==> src/design/arp_pkg.sv <==
// Shared types, codes and constants of the ARP cache engine.
package arp_pkg;

  // Item actions
  localparam logic [2:0] ACT_PKT  = 3'd0;
  localparam logic [2:0] ACT_RES  = 3'd1;
  localparam logic [2:0] ACT_TICK = 3'd2;
  localparam logic [2:0] ACT_UP   = 3'd3;
  localparam logic [2:0] ACT_DOWN = 3'd4;
  localparam logic [2:0] ACT_RM   = 3'd5;

  // Result kinds
  localparam logic [2:0] KIND_DONE     = 3'd0;
  localparam logic [2:0] KIND_REQ      = 3'd1;
  localparam logic [2:0] KIND_REPLY    = 3'd2;
  localparam logic [2:0] KIND_RESOLVED = 3'd3;
  localparam logic [2:0] KIND_NOTRES   = 3'd4;
  localparam logic [2:0] KIND_HIT      = 3'd5;
  localparam logic [2:0] KIND_MISS     = 3'd6;

  // Configuration register indexes
  localparam logic [1:0] REG_OWN_MAC = 2'd0;
  localparam logic [1:0] REG_OWN_IP  = 2'd1;
  localparam logic [1:0] REG_RES_TO  = 2'd2;
  localparam logic [1:0] REG_INC_TO  = 2'd3;

  // Packet field values
  localparam logic [10:0] ARP_MIN_LEN = 11'd8;  // htype + ptype + hlen + plen + op
  localparam logic [15:0] ETH_P_IP    = 16'h0800;
  localparam logic [7:0]  ARP_HW_LEN  = 8'd6;
  localparam logic [7:0]  ARP_PR_LEN  = 8'd4;
  localparam logic [15:0] OP_REQ      = 16'd1;
  localparam logic [15:0] OP_REP      = 16'd2;
  localparam logic [47:0] BCAST_MAC   = 48'hffff_ffff_ffff;
  localparam logic [47:0] ZERO_MAC    = 48'h0;

  localparam logic [15:0] RES_TO_RESET = 16'd300;
  localparam logic [15:0] INC_TO_RESET = 16'd3;

  typedef struct packed {
    logic [31:0] ip;
    logic [47:0] mac;
    logic [31:0] expiry;
  } entry_t;

  typedef enum logic [1:0] {KEY_SIP, KEY_Q, KEY_INS} key_sel_t;
  typedef enum logic [2:0] {IDX_HOLD, IDX_CLR, IDX_INC, IDX_DEC, IDX_COUNT, IDX_FIDX} idx_op_t;
  typedef enum logic [1:0] {RD_IDX, RD_IDX1, RD_IDXM1, RD_ZERO} rd_sel_t;
  typedef enum logic [1:0] {WR_MOVE, WR_INS, WR_UPD} wr_sel_t;
  typedef enum logic [1:0] {CNT_HOLD, CNT_INC, CNT_DEC} cnt_op_t;
  typedef enum logic {INS_LEARNED, INS_INCOMPLETE} ins_src_t;

  // Controller to datapath
  typedef struct packed {
    logic       load_item;
    logic       key_load;
    key_sel_t   key_sel;
    logic       ins_load;
    ins_src_t   ins_src;
    idx_op_t    idx_op;
    logic       pos_load;
    logic       found_clr;
    logic       found_set;
    logic       rd_en;
    rd_sel_t    rd_sel;
    logic       wr_en;
    wr_sel_t    wr_sel;
    cnt_op_t    cnt_op;
    logic       drop_cap;
    logic       hit_cap;
    logic       emit;
    logic [2:0] emit_kind;
  } cmd_t;

  // Datapath to controller
  typedef struct packed {
    logic [2:0] act;
    logic       pkt_ok;
    logic       op_req;
    logic       op_rep;
    logic       tip_own;
    logic       announce;
    logic       tmac_own;
    logic       own_ip_nz;
    logic       idx_lt_cnt;
    logic       idx1_lt_cnt;
    logic       idx_gt_pos;
    logic       cnt_nz;
    logic       full;
    logic       found;
    logic       key_hit;
    logic       rd_exp_zero;
    logic       rd_exp_le_now;
    logic       rd_exp_gt_new;
    logic       ins_timed;
    logic       drop_unres;
    logic       out_free;
  } sts_t;

  typedef enum logic [4:0] {
    S_IDLE, S_DISP, S_REQ_INS1, S_REQ_ANN, S_INS, S_FIND_RD, S_FIND_CHK,
    S_INS_CHK, S_INS_FRD, S_INS_FCHK, S_DROP_CAP, S_DROP_RD, S_DROP_WR,
    S_DROP_END, S_INS_POS, S_POS_RD, S_POS_CHK, S_SH_INIT, S_SH_CHK, S_SH_WR,
    S_REP_UPD, S_RES_CHK, S_RES_MISS, S_RES_MISS2, S_TICK_RD, S_TICK_CHK,
    S_RM_CHK, S_EMIT, S_DONE
  } st_t;

endpackage

==> src/design/arp_datapath.sv <==
// Datapath of the ARP cache: entry memory, item and config registers, result register.
module arp_datapath import arp_pkg::*; #(
  parameter int CACHE_ENTRIES = 16
) (
  input  logic         clk,
  input  logic         rst,
  input  cmd_t         cmd,
  output sts_t         sts,
  input  logic         cfg_we,
  input  logic [1:0]   cfg_addr,
  input  logic [47:0]  cfg_wdata,
  input  logic [287:0] s_tdata,
  input  logic [2:0]   s_tuser,
  output logic         m_tvalid,
  input  logic         m_tready,
  output logic [79:0]  m_tdata,
  output logic [2:0]   m_tuser,
  output logic         m_tlast
);

  localparam int AW = (CACHE_ENTRIES > 1) ? $clog2(CACHE_ENTRIES) : 1;
  localparam int CW = $clog2(CACHE_ENTRIES + 1);
  localparam logic [CW-1:0] NUM_ENTRIES = CW'(CACHE_ENTRIES);

  // Item fields
  logic [2:0]  action;
  logic [31:0] now_seconds;
  logic [10:0] pkt_length;
  logic [15:0] pkt_protocol;
  logic [7:0]  pkt_hw_len;
  logic [7:0]  pkt_proto_len;
  logic [15:0] pkt_op;
  logic [47:0] sender_mac;
  logic [31:0] sender_ip;
  logic [47:0] target_mac;
  logic [31:0] target_ip;
  logic [31:0] query_ip;

  // Configuration
  logic [47:0] own_mac;
  logic [31:0] own_ip;
  logic [15:0] resolved_timeout;
  logic [15:0] incomplete_timeout;

  // Working registers
  entry_t      mem [CACHE_ENTRIES];
  entry_t      rd_q;
  logic [CW-1:0] count;
  logic [CW-1:0] idx;
  logic [CW-1:0] pos;
  logic [CW-1:0] fidx;
  logic        found;
  logic [31:0] key;
  logic [31:0] ins_ip;
  logic [47:0] ins_mac;
  logic [31:0] ins_exp;
  logic        ins_timed;
  logic [31:0] drop_ip;
  logic        drop_unres;
  logic [47:0] hit_mac;
  logic        out_valid;
  logic [2:0]  out_kind;
  logic [47:0] out_mac;
  logic [31:0] out_ip;
  logic        out_last;

  logic [AW-1:0] rd_addr;
  logic [AW-1:0] wr_addr;
  entry_t        wr_data;
  logic [15:0]   ins_to;
  logic [32:0]   exp_sum;
  logic [31:0]   exp_new;
  logic [CW:0]   idx_p1;
  logic [CW-1:0] idx_m1;
  logic [47:0]   emit_mac;
  logic [31:0]   emit_ip;

  assign idx_p1 = {1'b0, idx} + 1'b1;
  assign idx_m1 = idx - 1'b1;

  // Expiry of a new entry, saturated at all ones; zero timeout means static
  assign ins_to  = (cmd.ins_src == INS_INCOMPLETE) ? incomplete_timeout : resolved_timeout;
  assign exp_sum = {1'b0, now_seconds} + {17'b0, ins_to};
  assign exp_new = exp_sum[32] ? 32'hffff_ffff : exp_sum[31:0];

  // Memory address and data selection
  always_comb begin
    case (cmd.rd_sel)
      RD_IDX:   rd_addr = idx[AW-1:0];
      RD_IDX1:  rd_addr = idx_p1[AW-1:0];
      RD_IDXM1: rd_addr = idx_m1[AW-1:0];
      default:  rd_addr = '0;
    endcase
    case (cmd.wr_sel)
      WR_MOVE: begin
        wr_addr = idx[AW-1:0];
        wr_data = rd_q;
      end
      WR_UPD: begin
        // In-place update always takes now + timeout, even for a zero timeout
        wr_addr = fidx[AW-1:0];
        wr_data = '{ip: ins_ip, mac: ins_mac, expiry: exp_new};
      end
      default: begin
        wr_addr = idx[AW-1:0];
        wr_data = '{ip: ins_ip, mac: ins_mac, expiry: ins_exp};
      end
    endcase
  end

  // Entry memory, one write and one registered read a cycle
  always_ff @(posedge clk) begin
    if (cmd.wr_en) begin
      mem[wr_addr] <= wr_data;
    end
    if (cmd.rd_en) begin
      rd_q <= mem[rd_addr];
    end
  end

  // Result value for the kind being emitted
  always_comb begin
    case (cmd.emit_kind)
      KIND_REQ: begin
        emit_mac = BCAST_MAC;
        emit_ip  = (action == ACT_UP) ? own_ip : query_ip;
      end
      KIND_REPLY, KIND_RESOLVED: begin
        emit_mac = sender_mac;
        emit_ip  = sender_ip;
      end
      KIND_NOTRES: begin
        emit_mac = ZERO_MAC;
        emit_ip  = drop_ip;
      end
      KIND_HIT: begin
        emit_mac = hit_mac;
        emit_ip  = query_ip;
      end
      KIND_MISS: begin
        emit_mac = ZERO_MAC;
        emit_ip  = query_ip;
      end
      default: begin
        emit_mac = ZERO_MAC;
        emit_ip  = 32'h0;
      end
    endcase
  end

  // Control registers
  always_ff @(posedge clk) begin
    if (rst) begin
      count              <= '0;
      idx                <= '0;
      found              <= 1'b0;
      out_valid          <= 1'b0;
      own_mac            <= 48'h0;
      own_ip             <= 32'h0;
      resolved_timeout   <= RES_TO_RESET;
      incomplete_timeout <= INC_TO_RESET;
    end else begin
      if (cfg_we) begin
        case (cfg_addr)
          REG_OWN_MAC: own_mac <= cfg_wdata;
          REG_OWN_IP:  own_ip <= cfg_wdata[31:0];
          REG_RES_TO:  resolved_timeout <= cfg_wdata[15:0];
          REG_INC_TO:  incomplete_timeout <= cfg_wdata[15:0];
          default: ;
        endcase
      end
      case (cmd.cnt_op)
        CNT_INC: count <= count + 1'b1;
        CNT_DEC: count <= count - 1'b1;
        default: ;
      endcase
      case (cmd.idx_op)
        IDX_CLR:   idx <= '0;
        IDX_INC:   idx <= idx + 1'b1;
        IDX_DEC:   idx <= idx_m1;
        IDX_COUNT: idx <= count;
        IDX_FIDX:  idx <= fidx;
        default: ;
      endcase
      if (cmd.found_clr) begin
        found <= 1'b0;
      end else if (cmd.found_set) begin
        found <= 1'b1;
      end
      if (cmd.emit) begin
        out_valid <= 1'b1;
      end else if (m_tready) begin
        out_valid <= 1'b0;
      end
    end
  end

  // Payload registers
  always_ff @(posedge clk) begin
    if (cmd.load_item) begin
      action        <= s_tuser;
      now_seconds   <= s_tdata[31:0];
      pkt_length    <= s_tdata[42:32];
      pkt_protocol  <= s_tdata[58:43];
      pkt_hw_len    <= s_tdata[66:59];
      pkt_proto_len <= s_tdata[74:67];
      pkt_op        <= s_tdata[90:75];
      sender_mac    <= s_tdata[138:91];
      sender_ip     <= s_tdata[170:139];
      target_mac    <= s_tdata[218:171];
      target_ip     <= s_tdata[250:219];
      query_ip      <= s_tdata[282:251];
    end
    if (cmd.key_load) begin
      case (cmd.key_sel)
        KEY_SIP: key <= sender_ip;
        KEY_Q:   key <= query_ip;
        default: key <= ins_ip;
      endcase
    end
    if (cmd.ins_load) begin
      ins_ip    <= (cmd.ins_src == INS_INCOMPLETE) ? query_ip : sender_ip;
      ins_mac   <= (cmd.ins_src == INS_INCOMPLETE) ? ZERO_MAC : sender_mac;
      ins_timed <= (ins_to != 16'h0);
      ins_exp   <= (ins_to != 16'h0) ? exp_new : 32'h0;
    end
    if (cmd.found_set) begin
      fidx <= idx;
    end
    if (cmd.pos_load) begin
      pos <= idx;
    end
    if (cmd.drop_cap) begin
      drop_ip    <= rd_q.ip;
      drop_unres <= (rd_q.mac == ZERO_MAC);
    end
    if (cmd.hit_cap) begin
      hit_mac <= rd_q.mac;
    end
    if (cmd.emit) begin
      out_kind <= cmd.emit_kind;
      out_mac  <= emit_mac;
      out_ip   <= emit_ip;
      out_last <= (cmd.emit_kind == KIND_DONE);
    end
  end

  // Status toward the controller
  always_comb begin
    sts.act           = action;
    sts.pkt_ok        = (pkt_length >= ARP_MIN_LEN) && (pkt_protocol == ETH_P_IP) &&
                        (pkt_hw_len == ARP_HW_LEN) && (pkt_proto_len == ARP_PR_LEN);
    sts.op_req        = (pkt_op == OP_REQ);
    sts.op_rep        = (pkt_op == OP_REP);
    sts.tip_own       = (target_ip == own_ip);
    sts.announce      = (target_ip == sender_ip) && (target_mac == ZERO_MAC);
    sts.tmac_own      = (target_mac == own_mac);
    sts.own_ip_nz     = (own_ip != 32'h0);
    sts.idx_lt_cnt    = (idx < count);
    sts.idx1_lt_cnt   = (idx_p1 < {1'b0, count});
    sts.idx_gt_pos    = (idx > pos);
    sts.cnt_nz        = (count != '0);
    sts.full          = (count >= NUM_ENTRIES);
    sts.found         = found;
    sts.key_hit       = (rd_q.ip == key);
    sts.rd_exp_zero   = (rd_q.expiry == 32'h0);
    sts.rd_exp_le_now = (rd_q.expiry <= now_seconds);
    sts.rd_exp_gt_new = (rd_q.expiry > ins_exp) || (rd_q.expiry == 32'h0);
    sts.ins_timed     = ins_timed;
    sts.drop_unres    = drop_unres;
    sts.out_free      = !out_valid || m_tready;
  end

  assign m_tvalid = out_valid;
  assign m_tdata  = {out_ip, out_mac};
  assign m_tuser  = out_kind;
  assign m_tlast  = out_last;

  // Fill count stays within the table
  a_count_range: assert property (@(posedge clk) disable iff (rst) count <= NUM_ENTRIES)
    else $error("entry count beyond table size");

  // Writes land inside the filled area or the slot just past it
  a_wr_addr: assert property (@(posedge clk) disable iff (rst)
    cmd.wr_en |-> ({{(CW+1-AW){1'b0}}, wr_addr} <= {1'b0, count}))
    else $error("entry write outside filled area");

  // Only the closing result carries tlast
  a_last_done: assert property (@(posedge clk) disable iff (rst)
    (m_tvalid && m_tlast) |-> (m_tuser == KIND_DONE))
    else $error("tlast on a result other than done");

endmodule

==> src/design/arp_controller.sv <==
// Sequencer of the ARP cache: walks searches, inserts and drops one entry at a time.
module arp_controller import arp_pkg::*; (
  input  logic clk,
  input  logic rst,
  input  logic s_tvalid,
  output logic s_tready,
  input  sts_t sts,
  output cmd_t cmd
);

  st_t        state, state_next;
  st_t        emit_ret, emit_ret_next;
  st_t        find_ret, find_ret_next;
  st_t        drop_ret, drop_ret_next;
  st_t        ins_ret, ins_ret_next;
  logic [2:0] emit_kind, emit_kind_next;

  // State and return registers
  always_ff @(posedge clk) begin
    if (rst) begin
      state     <= S_IDLE;
      emit_ret  <= S_IDLE;
      find_ret  <= S_IDLE;
      drop_ret  <= S_IDLE;
      ins_ret   <= S_IDLE;
      emit_kind <= KIND_DONE;
    end else begin
      state     <= state_next;
      emit_ret  <= emit_ret_next;
      find_ret  <= find_ret_next;
      drop_ret  <= drop_ret_next;
      ins_ret   <= ins_ret_next;
      emit_kind <= emit_kind_next;
    end
  end

  assign s_tready = (state == S_IDLE);

  // Next state and commands
  always_comb begin
    state_next     = state;
    emit_ret_next  = emit_ret;
    find_ret_next  = find_ret;
    drop_ret_next  = drop_ret;
    ins_ret_next   = ins_ret;
    emit_kind_next = emit_kind;
    cmd            = '0;
    cmd.emit_kind  = emit_kind;

    case (state)
      S_IDLE: begin
        if (s_tvalid) begin
          cmd.load_item = 1'b1;
          state_next    = S_DISP;
        end
      end

      S_DISP: begin
        case (sts.act)
          ACT_PKT: begin
            if (!sts.pkt_ok) begin
              state_next = S_DONE;
            end else if (sts.op_req) begin
              if (sts.tip_own) begin
                emit_kind_next = KIND_REPLY;
                emit_ret_next  = S_REQ_INS1;
                state_next     = S_EMIT;
              end else begin
                state_next = S_REQ_ANN;
              end
            end else if (sts.op_rep && sts.tmac_own) begin
              cmd.key_load  = 1'b1;
              cmd.key_sel   = KEY_SIP;
              cmd.ins_load  = 1'b1;
              cmd.ins_src   = INS_LEARNED;
              cmd.idx_op    = IDX_CLR;
              cmd.found_clr = 1'b1;
              find_ret_next = S_REP_UPD;
              state_next    = S_FIND_RD;
            end else begin
              state_next = S_DONE;
            end
          end
          ACT_RES, ACT_RM: begin
            cmd.key_load  = 1'b1;
            cmd.key_sel   = KEY_Q;
            cmd.idx_op    = IDX_CLR;
            cmd.found_clr = 1'b1;
            find_ret_next = (sts.act == ACT_RES) ? S_RES_CHK : S_RM_CHK;
            state_next    = S_FIND_RD;
          end
          ACT_TICK, ACT_DOWN: state_next = S_TICK_RD;
          ACT_UP: begin
            if (sts.own_ip_nz) begin
              emit_kind_next = KIND_REQ;
              emit_ret_next  = S_DONE;
              state_next     = S_EMIT;
            end else begin
              state_next = S_DONE;
            end
          end
          default: state_next = S_DONE;
        endcase
      end

      // Request for us: cache the sender, then look at the announcement rule
      S_REQ_INS1: begin
        cmd.ins_load = 1'b1;
        cmd.ins_src  = INS_LEARNED;
        ins_ret_next = S_REQ_ANN;
        state_next   = S_INS;
      end

      S_REQ_ANN: begin
        if (sts.announce) begin
          cmd.ins_load = 1'b1;
          cmd.ins_src  = INS_LEARNED;
          ins_ret_next = S_DONE;
          state_next   = S_INS;
        end else begin
          state_next = S_DONE;
        end
      end

      // Insert: search for a duplicate first
      S_INS: begin
        cmd.key_load  = 1'b1;
        cmd.key_sel   = KEY_INS;
        cmd.idx_op    = IDX_CLR;
        cmd.found_clr = 1'b1;
        find_ret_next = S_INS_CHK;
        state_next    = S_FIND_RD;
      end

      // Linear search by IP
      S_FIND_RD: begin
        if (sts.idx_lt_cnt) begin
          cmd.rd_en  = 1'b1;
          cmd.rd_sel = RD_IDX;
          state_next = S_FIND_CHK;
        end else begin
          state_next = find_ret;
        end
      end

      S_FIND_CHK: begin
        if (sts.key_hit) begin
          cmd.found_set = 1'b1;
          state_next    = find_ret;
        end else begin
          cmd.idx_op = IDX_INC;
          state_next = S_FIND_RD;
        end
      end

      S_INS_CHK: begin
        if (sts.found) begin
          state_next = ins_ret;
        end else if (sts.full) begin
          state_next = S_INS_FRD;
        end else begin
          state_next = S_INS_POS;
        end
      end

      // Full table: look at the front entry
      S_INS_FRD: begin
        cmd.rd_en  = 1'b1;
        cmd.rd_sel = RD_ZERO;
        cmd.idx_op = IDX_CLR;
        state_next = S_INS_FCHK;
      end

      S_INS_FCHK: begin
        if (sts.rd_exp_zero) begin
          state_next = ins_ret;
        end else begin
          drop_ret_next = S_INS_POS;
          state_next    = S_DROP_CAP;
        end
      end

      // Drop the entry at idx; its data sits in the read register
      S_DROP_CAP: begin
        cmd.drop_cap = 1'b1;
        state_next   = S_DROP_RD;
      end

      S_DROP_RD: begin
        if (sts.idx1_lt_cnt) begin
          cmd.rd_en  = 1'b1;
          cmd.rd_sel = RD_IDX1;
          state_next = S_DROP_WR;
        end else begin
          cmd.cnt_op = CNT_DEC;
          state_next = S_DROP_END;
        end
      end

      S_DROP_WR: begin
        cmd.wr_en  = 1'b1;
        cmd.wr_sel = WR_MOVE;
        cmd.idx_op = IDX_INC;
        state_next = S_DROP_RD;
      end

      S_DROP_END: begin
        if (sts.drop_unres) begin
          emit_kind_next = KIND_NOTRES;
          emit_ret_next  = drop_ret;
          state_next     = S_EMIT;
        end else begin
          state_next = drop_ret;
        end
      end

      // Find the slot: for a timed entry, the first entry expiring later or static; a static entry goes at the end
      S_INS_POS: begin
        cmd.idx_op = sts.ins_timed ? IDX_CLR : IDX_COUNT;
        state_next = S_POS_RD;
      end

      S_POS_RD: begin
        if (sts.ins_timed && sts.idx_lt_cnt) begin
          cmd.rd_en  = 1'b1;
          cmd.rd_sel = RD_IDX;
          state_next = S_POS_CHK;
        end else begin
          cmd.pos_load = 1'b1;
          state_next   = S_SH_INIT;
        end
      end

      S_POS_CHK: begin
        if (sts.rd_exp_gt_new) begin
          cmd.pos_load = 1'b1;
          state_next   = S_SH_INIT;
        end else begin
          cmd.idx_op = IDX_INC;
          state_next = S_POS_RD;
        end
      end

      // Open the slot by moving the tail up one place
      S_SH_INIT: begin
        cmd.idx_op = IDX_COUNT;
        state_next = S_SH_CHK;
      end

      S_SH_CHK: begin
        if (sts.idx_gt_pos) begin
          cmd.rd_en  = 1'b1;
          cmd.rd_sel = RD_IDXM1;
          state_next = S_SH_WR;
        end else begin
          cmd.wr_en  = 1'b1;
          cmd.wr_sel = WR_INS;
          cmd.cnt_op = CNT_INC;
          state_next = ins_ret;
        end
      end

      S_SH_WR: begin
        cmd.wr_en  = 1'b1;
        cmd.wr_sel = WR_MOVE;
        cmd.idx_op = IDX_DEC;
        state_next = S_SH_CHK;
      end

      // Reply for us: update the entry in place if it is cached, always notify
      S_REP_UPD: begin
        if (sts.found) begin
          cmd.wr_en  = 1'b1;
          cmd.wr_sel = WR_UPD;
        end
        emit_kind_next = KIND_RESOLVED;
        emit_ret_next  = S_DONE;
        state_next     = S_EMIT;
      end

      S_RES_CHK: begin
        if (sts.found) begin
          cmd.hit_cap    = 1'b1;
          emit_kind_next = KIND_HIT;
          emit_ret_next  = S_DONE;
          state_next     = S_EMIT;
        end else begin
          cmd.ins_load = 1'b1;
          cmd.ins_src  = INS_INCOMPLETE;
          ins_ret_next = S_RES_MISS;
          state_next   = S_INS;
        end
      end

      S_RES_MISS: begin
        emit_kind_next = KIND_REQ;
        emit_ret_next  = S_RES_MISS2;
        state_next     = S_EMIT;
      end

      S_RES_MISS2: begin
        emit_kind_next = KIND_MISS;
        emit_ret_next  = S_DONE;
        state_next     = S_EMIT;
      end

      // Tick drops expired timed front entries; link down drops all timed front entries
      S_TICK_RD: begin
        if (sts.cnt_nz) begin
          cmd.rd_en  = 1'b1;
          cmd.rd_sel = RD_ZERO;
          cmd.idx_op = IDX_CLR;
          state_next = S_TICK_CHK;
        end else begin
          state_next = S_DONE;
        end
      end

      S_TICK_CHK: begin
        if (!sts.rd_exp_zero && ((sts.act == ACT_DOWN) || sts.rd_exp_le_now)) begin
          drop_ret_next = S_TICK_RD;
          state_next    = S_DROP_CAP;
        end else begin
          state_next = S_DONE;
        end
      end

      S_RM_CHK: begin
        if (sts.found) begin
          cmd.idx_op    = IDX_FIDX;
          drop_ret_next = S_DONE;
          state_next    = S_DROP_CAP;
        end else begin
          state_next = S_DONE;
        end
      end

      // Hand one result to the output register
      S_EMIT: begin
        if (sts.out_free) begin
          cmd.emit   = 1'b1;
          state_next = emit_ret;
        end
      end

      S_DONE: begin
        emit_kind_next = KIND_DONE;
        emit_ret_next  = S_IDLE;
        state_next     = S_EMIT;
      end

      default: state_next = S_IDLE;
    endcase
  end

  // A result is loaded only from the emit state
  a_emit_state: assert property (@(posedge clk) disable iff (rst)
    cmd.emit |-> (state == S_EMIT))
    else $error("result loaded outside emit state");

  // Every accepted item starts with dispatch
  a_no_load_busy: assert property (@(posedge clk) disable iff (rst)
    cmd.load_item |=> (state == S_DISP))
    else $error("item load did not start dispatch");

  // The closing done result returns the block to idle
  a_done_idle: assert property (@(posedge clk) disable iff (rst)
    (cmd.emit && (cmd.emit_kind == KIND_DONE)) |=> (state == S_IDLE))
    else $error("done result did not end the item");

endmodule

==> src/design/arp_cache_engine.sv <==
// Top level of the ARP cache engine: controller and datapath.
// ARP cache for IPv4 over Ethernet. One item (a received ARP packet or a
// command in s_tuser) is taken at a time; its notices and frame requests
// leave on the m_ side, closed by a done result with tlast. The table is a
// single-port-read memory walked one entry at a time by the sequencer, so
// an item's run grows with the entries searched, with the entries moved on
// an insert or drop, and with its results, each of which can wait on a
// stall at the output side. Long items include an insert into a full
// table (two searches, an eviction, the slot search and the shift) and a
// link-down that empties a full table. s_tready is high only between
// items. Configuration writes take effect at once and should be made while
// no item is in progress.
module arp_cache_engine import arp_pkg::*; #(
  parameter int CACHE_ENTRIES = 16
) (
  input  logic         clk,
  input  logic         rst,
  // Configuration write port
  input  logic         cfg_we,
  input  logic [1:0]   cfg_addr,
  input  logic [47:0]  cfg_wdata,
  // Input items
  input  logic         s_tvalid,
  output logic         s_tready,
  // now_seconds, pkt_length, pkt_protocol, pkt_hw_len, pkt_proto_len, pkt_op,
  // sender_mac, sender_ip, target_mac, target_ip, query_ip, zero pad
  input  logic [287:0] s_tdata,
  // action
  input  logic [2:0]   s_tuser,
  // Results
  output logic         m_tvalid,
  input  logic         m_tready,
  // result_mac, result_ip
  output logic [79:0]  m_tdata,
  // result_kind
  output logic [2:0]   m_tuser,
  output logic         m_tlast
);

  cmd_t cmd;
  sts_t sts;

  arp_controller u_ctrl (
    .clk      (clk),
    .rst      (rst),
    .s_tvalid (s_tvalid),
    .s_tready (s_tready),
    .sts      (sts),
    .cmd      (cmd)
  );

  arp_datapath #(
    .CACHE_ENTRIES (CACHE_ENTRIES)
  ) u_dp (
    .clk       (clk),
    .rst       (rst),
    .cmd       (cmd),
    .sts       (sts),
    .cfg_we    (cfg_we),
    .cfg_addr  (cfg_addr),
    .cfg_wdata (cfg_wdata),
    .s_tdata   (s_tdata),
    .s_tuser   (s_tuser),
    .m_tvalid  (m_tvalid),
    .m_tready  (m_tready),
    .m_tdata   (m_tdata),
    .m_tuser   (m_tuser),
    .m_tlast   (m_tlast)
  );

endmodule

==> config.mk <==
export PLATFORM = sky130hd
export DESIGN_NAME = arp_cache_engine
export DESIGN_NICKNAME = d
export VERILOG_FILES = /design/src/design/arp_pkg.sv /design/src/design/arp_datapath.sv /design/src/design/arp_controller.sv /design/src/design/arp_cache_engine.sv
export SDC_FILE = /design/constraint.sdc
export NUM_CORES = 2
export LEC_CHECK = 0
export BUFFER_PORTS_ARGS = -buffer_cell sky130_fd_sc_hd__buf_2
export CAP_MARGIN = 20
export CORE_MARGIN = 8
export CORE_UTILIZATION = 40
export CTS_BUF_LIST = sky130_fd_sc_hd__clkbuf_2
export DETAILED_ROUTE_END_ITERATION = 12
export GPL_TIMING_DRIVEN = 1
export PLACE_DENSITY_LB_ADDON = 0.12
export SYNTH_ARGS = -nofsm -noshare
export SYNTH_HDL_FRONTEND = slang
export SYNTH_SLANG_ARGS = --single-unit
export TNS_END_PERCENT = 20
==> constraint.sdc <==
create_clock -name clk -period 11.6 [get_ports clk]
set_input_delay 1.74 -clock clk [delete_from_list [all_inputs] [get_ports clk]]
set_output_delay 1.74 -clock clk [all_outputs]
set_load 0.05 [all_outputs]
After elaboration in Yosys (flattened, before gate mapping)
Memory sizes are Yosys's and may differ from the RTL's. A register that Yosys moved wholly into a read port is not among the register bits.
Index checks and enable logic that the tools add are counted.
{"block": "classes", "add_sub_neg": 6, "mul": 0, "div": 0, "n_lt_le_gt_ge": 7, "eq_ne": 79, "n_shift": 0, "muxes": 112, "bitwise": 0, "n_reduce_logical": 54}
{"operator": "$pmux 112 s2", "n": 1}
{"operator": "$mux 5", "n": 31}
{"operator": "$pmux 48 s3", "n": 1}
{"operator": "$pmux 32 s4", "n": 1}
{"operator": "$pmux 5 s24", "n": 1}
{"operator": "$eq 32x32->1", "n": 3}
{"operator": "$logic_not 48->1", "n": 2}
{"operator": "$mux 32", "n": 3}
{"operator": "$eq 5x5->1 const B", "n": 13}
{"operator": "$pmux 32 s2", "n": 1}
{"operator": "$mux 3", "n": 17}
{"operator": "$eq 48x48->1", "n": 1}
{"operator": "$eq 5x4->1 const B", "n": 8}
{"operator": "$pmux 5 s2", "n": 4}
{"operator": "$add 32x16->33", "n": 1}
{"operator": "$gt 32x32->1", "n": 1}
{"operator": "$le 32x32->1", "n": 1}
{"operator": "$logic_not 32->1", "n": 1}
{"operator": "$reduce_bool 32->1", "n": 1}
{"operator": "$pmux 3 s10", "n": 1}
{"operator": "$pmux 5 s3", "n": 2}
{"operator": "$pmux 5 s6", "n": 1}
{"operator": "$pmux 5 s5", "n": 1}
{"operator": "$mux 8", "n": 3}
{"operator": "56 further kinds", "n": 158}
{"block": "word_totals", "regBits": 758, "latch_bits": 0, "ramBits": 1792, "rom_bits": 0, "in_bits": 346, "out_inout_bits": 86, "mem_count": 1}
{"name": "u_dp.mem", "words": 16, "width": 112, "rd": 1, "rd_ports_with_merged_regs": 1, "write_ports": 1, "line_no": "arp_datapath.sv:46", "rtl": "entry_t mem [CACHE_ENTRIES];"}

Longest topological paths before layout
{"block": "logic_depth", "depth_word": 11, "mapped_depth": 19, "ltp_nobuf": 17}

Hierarchy
A second synthesis with hierarchy kept.
{"block": "unflattened", "cells_unflattened": 7922, "hier_area_um2": 109422.4}
{"mod": "arp_datapath", "n_inst": 1, "cells_per_inst": 7560, "area_each_um2": 106883.8, "seq_area_each_um2": 77764.6}
{"mod": "arp_controller", "n_inst": 1, "cells_per_inst": 362, "area_each_um2": 2538.7, "seq_area_each_um2": 520.5}

Worst setup path before layout
Ideal clock, no wire load.
{"block": "synth_timing", "path_type": "flip-flop to flip-flop", "startpoint": "register u_ctrl.state[2]", "endpoint": "register u_dp.action[0], enable pin", "setup_time_ps": 678, "t_arrival_ps": 8137, "required_time_ps": 10922, "slack_ps": 2784, "path_stages_with_launch": 6, "synth_period_minus_slack_ps": 8816, "cell_sequence": "dfxtp_1 > clkbuf_1 > nor2_1 > nand2_1 > nor2_1 > and2_1"}
{"item": "from (decl)", "line_no": "arp_controller.sv:11", "rtl": "st_t state, state_next;"}
{"item": "from (signal assigned)", "line_no": "arp_controller.sv:28", "rtl": "state <= state_next;"}
{"item": "to (signal assigned)", "line_no": "arp_datapath.sv:201", "rtl": "action <= s_tuser;"}
{"item": "to (decl)", "line_no": "arp_datapath.sv:26", "rtl": "logic [2:0] action;"}

Worst setup path after layout
{"block": "layout_timing", "startpoint": "register u_dp.idx[1]", "endpoint": "register u_dp.rd_q[29] (netlist name)"}
{"block": "layout_between", "elab_chain_cells": 6, "word_cells_on_any_way": 15, "cone_classes": "add/sub: 2; order compare: 3; eq/ne: 2; mux: 6; reduce/logical: 2"}
{"item": "from (decl)", "line_no": "arp_datapath.sv:49", "rtl": "logic [CW-1:0] idx;"}
{"item": "from (signal assigned)", "line_no": "arp_datapath.sv:179", "rtl": "IDX_INC: idx <= idx + 1'b1;"}
{"item": "from (signal assigned)", "line_no": "arp_datapath.sv:180", "rtl": "IDX_DEC: idx <= idx_m1;"}
{"item": "from (signal assigned)", "line_no": "arp_datapath.sv:181", "rtl": "IDX_COUNT: idx <= count;"}
{"item": "$add 5x1->6", "line_no": "arp_datapath.sv:78", "rtl": "assign idx_p1 = {1'b0, idx} + 1'b1;"}
{"item": "$lt 6x5->1", "line_no": "arp_datapath.sv:260", "rtl": "sts.idx1_lt_cnt = (idx_p1 < {1'b0, count});"}
{"item": "$mux 3", "line_no": "arp_controller.sv:190", "rtl": "if (sts.idx1_lt_cnt) begin"}
{"item": "$pmux 3 s6", "line_no": "arp_controller.sv:50", "rtl": "case (state)"}
{"item": "$eq 2x2->1 (tied with other cells)", "line_no": "arp_datapath.sv:88", "rtl": "case (cmd.rd_sel)"}
{"item": "$pmux 4 s3", "line_no": "arp_datapath.sv:88"}
Several ways; a longest one is shown, not always the timed one.
A chain may end at the register's enable or synchronous reset.

==> qor.yml <==
status: "finished, final reports clean"
switching_share: 0.332
hold_buffers: 344
numCtsBuffers: 698
vias: 76000
setup_viol: 0
synth_warnings: 0
postCtsSetupRepairBufs: 0
rsz0062_at_grt: "no"
yosys-top-cells-area: "edfxtp_1 (68%), mux2_2 (4.2%), o2111ai_1 (3.5%), dfxtp_1 (2.7%), nand2_1 (2.6%)"
cp_slowest_cell: "buf_4"
powerDensity_nw_per_um2: 180
clock_latency_ns: 2.17
p_clk_frac: 0.288
p_switching_uw: 7580
hpwl_um: 199000
hp-class: "in2reg"
layout.nets: 9054
ir_drop_uv: 191
yosys_register_bits: 2657
yosysSeqAreaShare: 0.706
cts_buffer_depth: 4
tritoncts: "yes"
period_needed_ns: 7.38
synth-async-reset-ratio: 0
initial_core_util: 0.402
synth_nets: 8003
critical_path.most_common_cell: "buf_4"
antenna_found_initial: 13
synthFlopType: "edfxtp_1"
clock_sinks: 2657
cpLargestDelayFamily: "buffers and inverters"
skew_ns: 0.279
grt_pass1_wl_um: 533000
die_w_um: 542
final_max_slew_viol_count: 0
p_int_uw: 15300
viasPerCell: 5.92
core_area_um2: 276000
grt_remaining_overflow: 0
cp-start-kind: "register"
areaGrowthSynthToFinish_pct: 14.5
dp.cells: 11300
fin_cells: 12800
slowest_delay_ns: 0.91
drt_iter0_markers: 7560
avgSynthCellArea_um2: 14.7
fp.dieArea_um2: 294000
worstMarginPinSlew_ns: 1.12
clk_pin_slew_worst_paths_ns: 0.12
die_h_um: 542
grt_max_degree: 163
htree_levels: 6
drt_wl_total_um: 371000
drive_gt1_frac: 0.241
pin_count: 432
fmax_mhz: 136
maxCapViolations: 0
cp.arrival_ns: 9.14
pwr-share-comb: 0.179
worstSetupPathType: "reg2reg"
place.port_buffers: 423
power_frac_seq: 0.533
p_leak_uw: 0.0422
critPathCaptureType: "register"
post-route-drc-count: 0
cts_resized: 0
ys_types: 88
synth_area_leader_cell: "edfxtp_1"
hold_viol_final: 0
yosysTopAreaCellShare: 0.679
fin_tns_setup_ns: 0
grt_pass1_vias: 76200
synth.cell_area_um2: 111000
crit_required_ns: 13.36
crit_buf_inv: 4
synthCells: 7556
firstDrtPassIters: 7
path_cells: "inv_8 -> nor3_1 -> xnor2_1 -> ha_1 -> o21ai_0 -> o211ai_1 -> nand3_4 -> a21oi_4 -> buf_4 -> buf_4 -> buf_4 -> mux2_2 -> o2111ai_1 -> nor3_1"
wl_per_cell_um: 28.9
critical_path.max_fanout: 78
ant_nets: 0
synth_edf_count: 2507
slew_headroom: 0.254
period_share: 0.636
gp_congestion: 0.909
grtUsageTotal: 0.241
row_count: 193
clock_tree.root_cell: "clkbuf_2"
power groups by stage:
stage / logic, uW / registers, uW / clock network, uW
2_1_floorplan: 2520 / 12200 / 0
3_3_place_gp: 3890 / 12400 / 0
3_5_place_dp: 3950 / 12400 / 0
4_1_cts: 4070 / 12200 / 6800
5_1_grt: 4380 / 12200 / 7250
6_report: 4100 / 12200 / 6580
cell families (layout without fill, tap and decap cells):
logic type	after synthesis	count (layout)	synth area share
muxes	546	546	0.0542
AOI/OAI and AO/OA	1931	1931	0.129
and+or+nand+nor	1427	1427	0.0587
other	0	12	0
adders and majority gates	101	101	0.0115
buffers and inverters	719	2278	0.0264
xor gates and xnor gates	175	175	0.0139
DFF	2657	2657	0.706
synth_stat cells (all sizes together), types with 10 or more instances:
library cell	count
a211oi	350
a21o	33
a21oi	192
a222oi	32
a22o	49
a22oi	61
a31oi	353
a32o	113
and2	52
and3	13
buf	148
clkbuf	461
dfxtp	150
edfxtp	2507
ha	99
inv	107
mux2	421
mux2i	125
nand2	774
nand2b	60
nand3	25
nand4	58
nor2	134
nor2b	15
nor3	166
nor4	79
o2111ai	449
o21a	14
o21ai	95
o22ai	117
or3	10
xnor2	116
xor2	59
cell usage in the layout (no fill, tap or decap), drive strengths merged, types with 60 or more instances in the layout:
cell	synthesis	final
mux2	421	421
o22ai	117	117
a31oi	353	353
dlygate4sd3	0	344
a32o	113	113
buf	148	616
o21ai	95	95
a211oi	350	350
edfxtp	2507	2507
mux2i	125	125
dfxtp	150	150
a22oi	61	61
nor4	79	79
a21oi	192	192
clkinv	3	147
nand2b	60	60
nor3	166	166
o2111ai	449	449
inv	107	135
nand2	774	774
xnor2	116	116
clkbuf	461	1028
ha	99	99
nor2	134	134
worst register-to-register path: stages (launching register included):
cell       delay, ns
dfxtp_1         0.82
inv_8           0.40
nor3_1          0.61
xnor2_1         0.14
ha_1            0.30
o21ai_0         0.13
o211ai_1        0.32
nand3_4         0.57
a21oi_4         0.39
buf_4           0.83
buf_4           0.91
buf_4           0.91
mux2_2          0.45
o2111ai_1       0.26
nor3_1          0.11
state kept, by name (all words and copies together) (netlist names), 48 cells and up:
name / count
u_dp.hit_mac: 48
u_dp.ins_mac: 48
u_dp.mem: 1792
u_dp.out_mac: 48
u_dp.own_mac: 48
u_dp.rd_q: 112
u_dp.sender_mac: 48
u_dp.target_mac: 48
final timing paths:
check,from,to,slack [ns],cells after the start
worst max-delay path,u_dp.idx[1]$_SDFFE_PP0P_,u_dp.rd_q[29]$_DFFE_PP_,4.22,14
worst min-delay path,s_tdata[85],u_dp.pkt_op[10]$_DFFE_PP_,0.35,2
worst max register to register,u_dp.idx[1]$_SDFFE_PP0P_,u_dp.rd_q[29]$_DFFE_PP_,4.22,14
worst min register to register,u_dp.resolved_timeout[13]$_SDFFE_PP0P_,u_dp.resolved_timeout[13]$_SDFFE_PP0P_,0.46,2
layer usage:
layer  track usage  routed length (um)  up-vias
met5             0                  78        -
met2         0.370              166000     3913
met3        0.0503               31300      618
met4        0.0773               10300        6
met1         0.343              163000    38600
li1              -                   -    32900
final cells by class:
type	instances	area, um2
antenna	12	30.0
clock buffer	1028	5140
clock inverter	180	1150
fill	24800	149000
inverter	110	420
multi-input combinational	4180	30000
sequential	2657	78300
tap	3705	4640
timing repair buffer	960	7240
through the flow:
step	hold slack [ns]	setup WS (ns)	instance area [um2]	power (uW)	util
after floorplan	0.406	2.78	111000	14700	-
after global placement	0.440	4.34	117000	16300	0.424
after detailed placement	0.448	4.32	117000	16300	0.424
after CTS	0.00489	4.18	127000	23000	0.460
after global routing	0.196	3.82	127000	23900	0.460
final	0.352	4.22	127000	22900	0.460
(Power assumes the default switching activity.)
